$ cat config.mk
export PLATFORM = sky130hd
export DESIGN_NAME = fir_filter_q16_round
export DESIGN_NICKNAME = d
export VERILOG_FILES = /design/src/rtl/fir_q16_pkg.sv /design/src/rtl/fir_q16_ram.sv /design/src/rtl/fir_q16_mac.sv /design/src/rtl/fir_q16_ctrl.sv /design/src/rtl/fir_filter_q16_round.sv
export SDC_FILE = /design/constraint.sdc
export NUM_CORES = 2
export LEC_CHECK = 0
export ABC_AREA = 1
export CORE_ASPECT_RATIO = 0.9
export CORE_MARGIN = 2
export CORE_UTILIZATION = 69
export CTS_CLUSTER_DIAMETER = 40
export DETAILED_ROUTE_END_ITERATION = 8
export DONT_BUFFER_PORTS = 1
export GPL_ROUTABILITY_DRIVEN = 0
export PLACE_DENSITY = 0.85
export SKIP_CTS_REPAIR_TIMING = 1
export SLEW_MARGIN = 20
export SYNTH_ARGS = -nofsm -noshare
export SYNTH_HDL_FRONTEND = slang
export SYNTH_SLANG_ARGS = --single-unit
export TNS_END_PERCENT = 5
$ cat constraint.sdc
create_clock -name clock -period 9.6 [get_ports clock]
set_input_delay 0.48 -clock clock [delete_from_list [all_inputs] [get_ports clock]]
set_output_delay 0.48 -clock clock [all_outputs]
set_load 0.02 [all_outputs]
$ cat src/rtl/fir_q16_pkg.sv
// Shared types, constants and the demo kernel for the FIR filter block.
// Depends on nothing; used by the sequencer, the multiply-accumulate unit and the top level.
package fir_q16_pkg;

   // Default tap count and fixed field widths.
   localparam int FIR_TAPS   = 32;
   localparam int DATA_W     = 16;
   localparam int ACC_W      = 32;
   localparam int KERNEL_LEN = 32;
   localparam int KERNEL_AW  = 5;

   // Rounding bias added before the final shift.
   localparam logic [ACC_W-1:0] ROUND_BIAS = 32'h0000_8000;

   // Item mode codes.
   localparam logic MODE_SAMPLE = 1'b0;
   localparam logic MODE_COEF   = 1'b1;

   // Coefficient values loaded after reset; the entry 'o70 is octal.
   localparam logic [DATA_W-1:0] DEMO_KERNEL [KERNEL_LEN] = '{
      16'h0010, 16'h0020, 16'h0040, 16'h0070, 16'h008c, 16'h00a2, 16'h00ce, 16'h00f0,
      16'h00e9, 16'h00ce, 16'h00a2, 16'h008c, 16'o70,   16'h0040, 16'h0020, 16'h0010,
      16'h0010, 16'h0020, 16'h0040, 16'h0070, 16'h008c, 16'h00a2, 16'h00ce, 16'h00f0,
      16'h00e9, 16'h00ce, 16'h00a2, 16'h008c, 16'o70,   16'h0040, 16'h0020, 16'h0010
   };

   // Sequencer states.
   typedef enum logic [2:0] {
      ST_INIT,
      ST_IDLE,
      ST_READ,
      ST_DRAIN,
      ST_OUT
   } state_type;

   // Strobes from the sequencer to the datapath.
   typedef struct packed {
      logic init_we;
      logic smp_we;
      logic coef_we;
      logic clear;
      logic issue;
      logic load_out;
   } ctrl_type;

endpackage

$ cat src/rtl/fir_q16_ram.sv
// Simple dual-port memory with one write port and one registered read port.
// Depends on nothing; used for the delay line and the coefficient store.
module fir_q16_ram #(
   parameter int DEPTH = 32,
   parameter int WIDTH = 16,
   localparam int AW = (DEPTH > 1) ? $clog2(DEPTH) : 1
) (
   input  logic             clock,
   input  logic             wr_en,
   input  logic [AW-1:0]    wr_addr,
   input  logic [WIDTH-1:0] wr_data,
   input  logic [AW-1:0]    rd_addr,
   output logic [WIDTH-1:0] rd_data
);

   logic [WIDTH-1:0] mem [DEPTH];
   logic [WIDTH-1:0] rd_data_ff;

   // Write and read share the clock; a read returns the old word.
   always_ff @(posedge clock) begin
      if (wr_en) begin
         mem[wr_addr] <= wr_data;
      end
      rd_data_ff <= mem[rd_addr];
   end

   assign rd_data = rd_data_ff;

endmodule

$ cat src/rtl/fir_q16_mac.sv
// Shared multiply-accumulate unit with final rounding of the sum.
// Depends on fir_q16_pkg for widths, the rounding bias and the control word.
module fir_q16_mac (
   input  logic                                  clock,
   input  logic                                  reset,
   input  fir_q16_pkg::ctrl_type                 ctl,
   input  logic signed [fir_q16_pkg::DATA_W-1:0] dl_data,
   input  logic signed [fir_q16_pkg::DATA_W-1:0] cf_data,
   output logic                                  busy,
   output logic signed [fir_q16_pkg::DATA_W-1:0] result
);

   localparam int AccW  = fir_q16_pkg::ACC_W;
   localparam int DataW = fir_q16_pkg::DATA_W;

   logic                   data_vld_ff;
   logic                   prod_vld_ff;
   logic signed [AccW-1:0] prod_ff;
   logic [AccW-1:0]        acc_ff;
   logic [AccW-1:0]        acc_in;
   logic [AccW-1:0]        rounded;

   // Valid flags follow the memory read latency and then the multiply stage.
   always_ff @(posedge clock) begin
      if (reset) begin
         data_vld_ff <= 1'b0;
         prod_vld_ff <= 1'b0;
      end else begin
         data_vld_ff <= ctl.issue;
         prod_vld_ff <= data_vld_ff;
      end
   end

   // Product register between the multiplier and the adder.
   always_ff @(posedge clock) begin
      if (data_vld_ff) begin
         prod_ff <= dl_data * cf_data;
      end
   end

   // The accumulator wraps modulo 2^32.
   always_comb begin
      acc_in = acc_ff;
      if (ctl.clear) begin
         acc_in = '0;
      end else if (prod_vld_ff) begin
         acc_in = acc_ff + AccW'(prod_ff);
      end
   end

   always_ff @(posedge clock) begin
      acc_ff <= acc_in;
   end

   // Round to nearest and keep the upper half of the word.
   assign rounded = acc_ff + fir_q16_pkg::ROUND_BIAS;
   assign result  = rounded[AccW-1:AccW-DataW];
   assign busy    = data_vld_ff | prod_vld_ff;

endmodule

$ cat src/rtl/fir_q16_ctrl.sv
// Sequencer of the FIR filter: memory fill after reset, tap walk and result hand-off.
// Depends on fir_q16_pkg for the state type, mode codes and control word.
module fir_q16_ctrl #(
   parameter int TAPS = fir_q16_pkg::FIR_TAPS,
   localparam int AW = (TAPS > 1) ? $clog2(TAPS) : 1
) (
   input  logic                  clock,
   input  logic                  reset,
   input  logic                  req_valid,
   input  logic                  req_mode,
   input  logic [4:0]            req_coef_index,
   input  logic                  out_free,
   input  logic                  mac_busy,
   output logic                  req_ready,
   output fir_q16_pkg::ctrl_type ctl,
   output logic [AW-1:0]         dl_waddr,
   output logic [AW-1:0]         dl_raddr,
   output logic [AW-1:0]         cf_waddr,
   output logic [AW-1:0]         cf_raddr
);

   localparam int IW = (AW > 5) ? AW : 5;
   localparam logic [AW-1:0] LastIdx = AW'(TAPS - 1);

   fir_q16_pkg::state_type state_ff, state_in;
   logic [AW-1:0] cnt_ff, cnt_in;
   logic [AW-1:0] wr_ptr_ff, wr_ptr_in;
   logic [AW-1:0] rd_ptr_ff, rd_ptr_in;
   logic [AW-1:0] wr_ptr_next;
   logic [AW-1:0] rd_ptr_next;
   logic [AW-1:0] cnt_next;
   logic [IW-1:0] idx_ext;
   logic          idx_ok;
   logic          take_sample;
   logic          take_coef;

   // Wrapping increments of the counters and pointers.
   assign wr_ptr_next = (wr_ptr_ff == LastIdx) ? '0 : wr_ptr_ff + 1'b1;
   assign rd_ptr_next = (rd_ptr_ff == LastIdx) ? '0 : rd_ptr_ff + 1'b1;
   assign cnt_next    = (cnt_ff == LastIdx) ? '0 : cnt_ff + 1'b1;

   // Coefficient writes beyond the tap count are dropped.
   assign idx_ext = IW'(req_coef_index);
   assign idx_ok  = (32'(req_coef_index) < TAPS);

   assign take_sample = (state_ff == fir_q16_pkg::ST_IDLE) && req_valid &&
                        (req_mode == fir_q16_pkg::MODE_SAMPLE);
   assign take_coef   = (state_ff == fir_q16_pkg::ST_IDLE) && req_valid &&
                        (req_mode == fir_q16_pkg::MODE_COEF);

   // Next state.
   always_comb begin
      state_in = state_ff;
      unique case (state_ff)
         fir_q16_pkg::ST_INIT: begin
            if (cnt_ff == LastIdx) state_in = fir_q16_pkg::ST_IDLE;
         end
         fir_q16_pkg::ST_IDLE: begin
            if (take_sample) state_in = fir_q16_pkg::ST_READ;
         end
         fir_q16_pkg::ST_READ: begin
            if (cnt_ff == LastIdx) state_in = fir_q16_pkg::ST_DRAIN;
         end
         fir_q16_pkg::ST_DRAIN: begin
            if (!mac_busy) state_in = fir_q16_pkg::ST_OUT;
         end
         fir_q16_pkg::ST_OUT: begin
            if (out_free) state_in = fir_q16_pkg::ST_IDLE;
         end
         default: state_in = fir_q16_pkg::ST_INIT;
      endcase
   end

   // Outputs of the sequencer.
   always_comb begin
      ctl       = '0;
      req_ready = 1'b0;
      unique case (state_ff)
         fir_q16_pkg::ST_INIT: begin
            ctl.init_we = 1'b1;
         end
         fir_q16_pkg::ST_IDLE: begin
            req_ready   = 1'b1;
            ctl.smp_we  = take_sample;
            ctl.clear   = take_sample;
            ctl.coef_we = take_coef && idx_ok;
         end
         fir_q16_pkg::ST_READ: begin
            ctl.issue = 1'b1;
         end
         fir_q16_pkg::ST_DRAIN: begin
            ctl = '0;
         end
         fir_q16_pkg::ST_OUT: begin
            ctl.load_out = out_free;
         end
         default: begin
            ctl = '0;
         end
      endcase
   end

   // Counter and pointer updates.
   always_comb begin
      cnt_in    = cnt_ff;
      wr_ptr_in = wr_ptr_ff;
      rd_ptr_in = rd_ptr_ff;
      case (state_ff)
         fir_q16_pkg::ST_INIT: begin
            cnt_in    = cnt_next;
            wr_ptr_in = '0;
         end
         fir_q16_pkg::ST_IDLE: begin
            cnt_in = '0;
            if (take_sample) begin
               wr_ptr_in = wr_ptr_next;
               rd_ptr_in = wr_ptr_next;
            end
         end
         fir_q16_pkg::ST_READ: begin
            cnt_in    = cnt_next;
            rd_ptr_in = rd_ptr_next;
         end
         default: begin
            cnt_in = cnt_ff;
         end
      endcase
   end

   always_ff @(posedge clock) begin
      if (reset) begin
         state_ff  <= fir_q16_pkg::ST_INIT;
         cnt_ff    <= '0;
         wr_ptr_ff <= '0;
         rd_ptr_ff <= '0;
      end else begin
         state_ff  <= state_in;
         cnt_ff    <= cnt_in;
         wr_ptr_ff <= wr_ptr_in;
         rd_ptr_ff <= rd_ptr_in;
      end
   end

   // Memory addresses: the fill pass uses the counter for both stores.
   assign dl_waddr = (state_ff == fir_q16_pkg::ST_INIT) ? cnt_ff : wr_ptr_ff;
   assign cf_waddr = (state_ff == fir_q16_pkg::ST_INIT) ? cnt_ff : idx_ext[AW-1:0];
   assign dl_raddr = rd_ptr_ff;
   assign cf_raddr = cnt_ff;

endmodule

$ cat src/rtl/fir_filter_q16_round.sv
// Top level of the streaming FIR filter with rounded Q16 output.
// Depends on fir_q16_pkg, fir_q16_ram, fir_q16_mac and fir_q16_ctrl.
//
// Usage:
//  - Input channel req_*: one word per item. req_mode 0 pushes req_sample into the
//    delay line and yields one word on rsp_filtered; req_mode 1 writes req_coef_value
//    to tap req_coef_index and yields nothing (indexes at or beyond TAPS are dropped).
//  - Result channel rsp_*: valid/ready; the result sits in an output register and
//    holds until taken while the block already accepts the next word.
//  - A sample passes from acceptance through a read state in which the single
//    multiply-accumulate unit walks the taps, a drain state that empties its read and
//    multiply stages, and an output state that loads the rounded sum for output.
//    req_ready is low for that time, so a new sample is accepted only after the last
//    result is loaded; a coefficient write leaves the block ready for the next word.
//  - After reset the block fills the delay line with zero and the coefficient
//    store with the demo kernel; req_ready stays low meanwhile.
//  - If the receiver stalls, a finished result waits in the output state until the
//    output register frees, and no further word is accepted until then.
module fir_filter_q16_round #(
   parameter int TAPS = fir_q16_pkg::FIR_TAPS,
   localparam int AW = (TAPS > 1) ? $clog2(TAPS) : 1
) (
   input  logic                                  clock,
   input  logic                                  reset,
   input  logic                                  req_valid,
   output logic                                  req_ready,
   input  logic                                  req_mode,
   input  logic signed [fir_q16_pkg::DATA_W-1:0] req_sample,
   input  logic [4:0]                            req_coef_index,
   input  logic signed [fir_q16_pkg::DATA_W-1:0] req_coef_value,
   output logic                                  rsp_valid,
   input  logic                                  rsp_ready,
   output logic signed [fir_q16_pkg::DATA_W-1:0] rsp_filtered
);

   localparam int DataW = fir_q16_pkg::DATA_W;
   localparam int KAW   = fir_q16_pkg::KERNEL_AW;

   fir_q16_pkg::ctrl_type ctl;
   logic [AW-1:0]          dl_waddr, dl_raddr, cf_waddr, cf_raddr;
   logic [DataW-1:0]       dl_wdata, cf_wdata;
   logic [DataW-1:0]       dl_rdata, cf_rdata;
   logic [KAW-1:0]         kern_idx;
   logic                   dl_we, cf_we;
   logic                   out_free;
   logic                   mac_busy;
   logic signed [DataW-1:0] mac_result;
   logic                   rsp_valid_ff, rsp_valid_in;
   logic signed [DataW-1:0] rsp_filtered_ff;

   // Output register is free when empty or being taken this cycle.
   assign out_free = !rsp_valid_ff || rsp_ready;

   fir_q16_ctrl #(.TAPS(TAPS)) u_ctrl (
      .clock          (clock),
      .reset          (reset),
      .req_valid      (req_valid),
      .req_mode       (req_mode),
      .req_coef_index (req_coef_index),
      .out_free       (out_free),
      .mac_busy       (mac_busy),
      .req_ready      (req_ready),
      .ctl            (ctl),
      .dl_waddr       (dl_waddr),
      .dl_raddr       (dl_raddr),
      .cf_waddr       (cf_waddr),
      .cf_raddr       (cf_raddr)
   );

   // Write data: reset values during the fill pass, item fields otherwise.
   assign kern_idx = KAW'(cf_waddr);
   assign dl_wdata = ctl.init_we ? '0 : req_sample;
   assign cf_wdata = ctl.init_we ? fir_q16_pkg::DEMO_KERNEL[kern_idx] : req_coef_value;
   assign dl_we    = ctl.init_we | ctl.smp_we;
   assign cf_we    = ctl.init_we | ctl.coef_we;

   fir_q16_ram #(.DEPTH(TAPS), .WIDTH(DataW)) u_delay_ram (
      .clock   (clock),
      .wr_en   (dl_we),
      .wr_addr (dl_waddr),
      .wr_data (dl_wdata),
      .rd_addr (dl_raddr),
      .rd_data (dl_rdata)
   );

   fir_q16_ram #(.DEPTH(TAPS), .WIDTH(DataW)) u_coef_ram (
      .clock   (clock),
      .wr_en   (cf_we),
      .wr_addr (cf_waddr),
      .wr_data (cf_wdata),
      .rd_addr (cf_raddr),
      .rd_data (cf_rdata)
   );

   fir_q16_mac u_mac (
      .clock   (clock),
      .reset   (reset),
      .ctl     (ctl),
      .dl_data (dl_rdata),
      .cf_data (cf_rdata),
      .busy    (mac_busy),
      .result  (mac_result)
   );

   // Result word register.
   always_comb begin
      rsp_valid_in = rsp_valid_ff;
      if (ctl.load_out) begin
         rsp_valid_in = 1'b1;
      end else if (rsp_ready) begin
         rsp_valid_in = 1'b0;
      end
   end

   always_ff @(posedge clock) begin
      if (reset) begin
         rsp_valid_ff <= 1'b0;
      end else begin
         rsp_valid_ff <= rsp_valid_in;
      end
   end

   always_ff @(posedge clock) begin
      if (ctl.load_out) begin
         rsp_filtered_ff <= mac_result;
      end
   end

   assign rsp_valid    = rsp_valid_ff;
   assign rsp_filtered = rsp_filtered_ff;

endmodule

==> results_dict.tcl <==
set metrics [dict create \
    run_status "completed" \
    avgRoutedWirePerCell_microns 23.2 \
    max-cap-violations 0 \
    start_util_pct 69.7 \
    syn_inst 5241 \
    yosysTopAreaCell "edfxtp_1" \
    totalWireLength_mm 148 \
    ff2ff_path_depth 20 \
    skew_ns 0.116 \
    crit_path_max_fanout 16 \
    rsz0062_at_grt "no" \
    final_common_cell "edfxtp_1" \
    final_nets 5617 \
    grt-ovfl-total 0 \
    crit_path_cell_trace "nand2_1 > inv_1 > fa_1 > fa_1 > inv_1 > fa_1 > fa_1 > fa_1 > fa_1 > inv_1 > ha_1 > nand2_1 > nor3_1 > nand2_1 > nor3_1 > nand2_1 > nand3_1 > inv_1 > nand2_1 > nand2_1" \
    syn2layout_area_growth_pct 8.96 \
    die_y_microns 278 \
    coreArea_sq_um 82700 \
    final_cell_mix "edfxtp_1, nor2_1, inv_1" \
    setup_violations 0 \
    place.port_buffers 0 \
    ant_nets 0 \
    dp_hpwl_mm 88.3 \
    grt_pass1_wl_mm 227 \
    hp-class "input port to flip-flop" \
    root_buffer "clkbuf_16" \
    layout-drive-gt1-share_pct 7.05 \
    num_rows 100 \
    finalHoldViolations 0 \
    post-route-period-util_pct 66.7 \
    antenna_found_initial 5 \
    critPathKind "flip-flop to flip-flop" \
    synth.area.top_cells "edfxtp_1, fa_1, o21ai_0" \
    slew_violations 0 \
    synth_ff_type "edfxtp_1" \
    grt_max_degree 106 \
    worst_pin_slew_ns 1.15 \
    critPathLaunchType "flip-flop" \
    dr_total_vias 41596 \
    setup_tns_ns 0 \
    netlist-cell-type-count 47 \
    max_slew_margin_pct 23.1 \
    fmax_mhz 156 \
    io_pins 60 \
    fp.dieW_microns 309 \
    clock-sinks 1157 \
    clk-insertion-delay-late_ns 0.74 \
    cts_tree "done" \
    synth-seq-cells 1157 \
    cp-end-kind "flip-flop" \
    synth_top_area_share_pct 55.9 \
    async_reset_ff_share_pct 0 \
    crit_arrival_ns 6.79 \
    cts_buffers 113 \
    worstPathRequired_ns 9.98 \
    critPathSlowestCell "fa_1" \
    synth_area_sq_um 57600 \
    dr.first_iter.drc_count 6534 \
    whs_path_depth 3 \
    yosys_warnings 0 \
    synth_nets 5670 \
    grtUsageTotal_pct 34.6 \
    syn_avg_cell_area_sq_um 11.0 \
    cts.path.max_buffers 3 \
    vias_per_cell 6.49 \
    slowest_delay_ns 0.87 \
    yosysSeqAreaShare_pct 58.8 \
    grt_pass1_vias 41189 \
    cts.clk_slew.worst_paths_ns 0.06 \
    h-tree-depth 3 \
    finalCriticalPeriod_ns 6.41 \
    synth_edf_count 1072 \
    drc 0 \
    firstDrtPassIters 7 \
    dieArea_sq_um 85900 \
]
[final cells by class]
class	instances	area, sq um
Sequential cell	1157	33900
Inverter	640	2410
Fill cell	4703	19900
Multi-Input combinational cell	3159	20200
Clock inverter	68	848
Clock buffer	147	3090
Tap cell	1122	1400
Timing Repair Buffer	117	883
Antenna cell	1	2.50
[metal layers]
metal  routed length, microns  part of all wire (%)  up-vias  track usage [%]
li1                         -                     -    17806                -
met1                    50900                    34    19875             45.9
met2                    69600                    47     3345             54.7
met3                    20700                    14      562             7.94
met4                     7210                   4.9        8             16.5
met5                       55                 0.037        -                0
[worst max-delay path: cells and delay by family (launching register included)]
kind,cells,cell delay (ns)
AND/OR/NAND/NOR,9,1.14
flip-flops,1,0.72
buffers and inverters,4,0.44
adder cells (fa/ha/maj),7,3.80
[kinds of logic after synthesis]
kind of cell | share of synthesized area [%]
AND/OR/NAND/NOR | 11.4
AO/OA/AOI/OAI | 10.8
flip-flops | 58.8
buffers and inverters | 6.25
adder cells (fa/ha/maj) | 11.8
XOR/XNOR | 0.957
[sequential cells by signal, summed over array words and instances, names as in the netlist]
register	count
u_delay_ram.mem	512
u_coef_ram.rd_data	16
u_delay_ram.rd_data	16
u_coef_ram.mem	512
u_ctrl.cf_raddr	5
rsp_filtered	16
u_ctrl.wr_ptr_ff	5
u_mac.prod_ff	32
u_mac.prod_vld_ff	1
u_mac.acc_ff	32
u_ctrl.dl_raddr	5
u_ctrl.state_ff	3
u_mac.data_vld_ff	1
rsp_valid	1
[path summary, 6_finish.rpt]
| kind | from | end | slack, ns |
|---|---|---|---|
| hold reg to reg | u_mac.acc_ff[12]$_SDFFE_PP0P_ | u_mac.acc_ff[12]$_SDFFE_PP0P_ | 0.49 |
| hold / removal | reset | u_ctrl.dl_raddr[3]$_SDFFE_PP0P_ | 0.05 |
| setup reg to reg | u_delay_ram.rd_data[15]$_DFF_P_ | u_mac.prod_ff[31]$_DFFE_PP_ | 3.19 |
| setup / recovery | u_delay_ram.rd_data[15]$_DFF_P_ | u_mac.prod_ff[31]$_DFFE_PP_ | 3.19 |
[through the flow]
step / instances / worst slack [ns] / cell area (sq um) / util [%] / hold slack (ns)
CTS: 6408 / 3.27 / 62800 / 75.9 / -0.213
floorplan: 5241 / 3.98 / 57600 / - / 0.456
global route: 6411 / 2.89 / 62800 / 75.9 / 0.0608
detailed placement: 6193 / 3.32 / 58800 / 71.1 / 0.474
global placement: 6193 / 3.62 / 58800 / 71.1 / 0.475
finish: 6411 / 3.19 / 62800 / 75.9 / 0.0516
[cell usage after synthesis, types with 4 or more instances]
cell type / n
a31oi_1: 20
o21ai_1: 27
nand4_1: 26
o21bai_1: 27
fa_1: 263
xnor2_1: 17
edfxtp_1: 1072
nand2_1: 616
inv_1: 629
nor3_2: 4
nor2_1: 790
buf_4: 17
a21oi_1: 111
o21ai_0: 597
clkbuf_1: 205
o21a_1: 7
a21o_1: 4
dfxtp_1: 85
buf_1: 13
o21ai_2: 4
o211ai_1: 29
ha_1: 124
a211oi_1: 4
xor2_1: 46
buf_2: 49
inv_2: 9
nand3_1: 154
o22ai_1: 114
or2_2: 9
o221ai_1: 123
nor3_1: 20
Power is left out: the tool's default activity adds up to more than one toggle a clock period on the data nets, which glitch-free logic cannot reach.
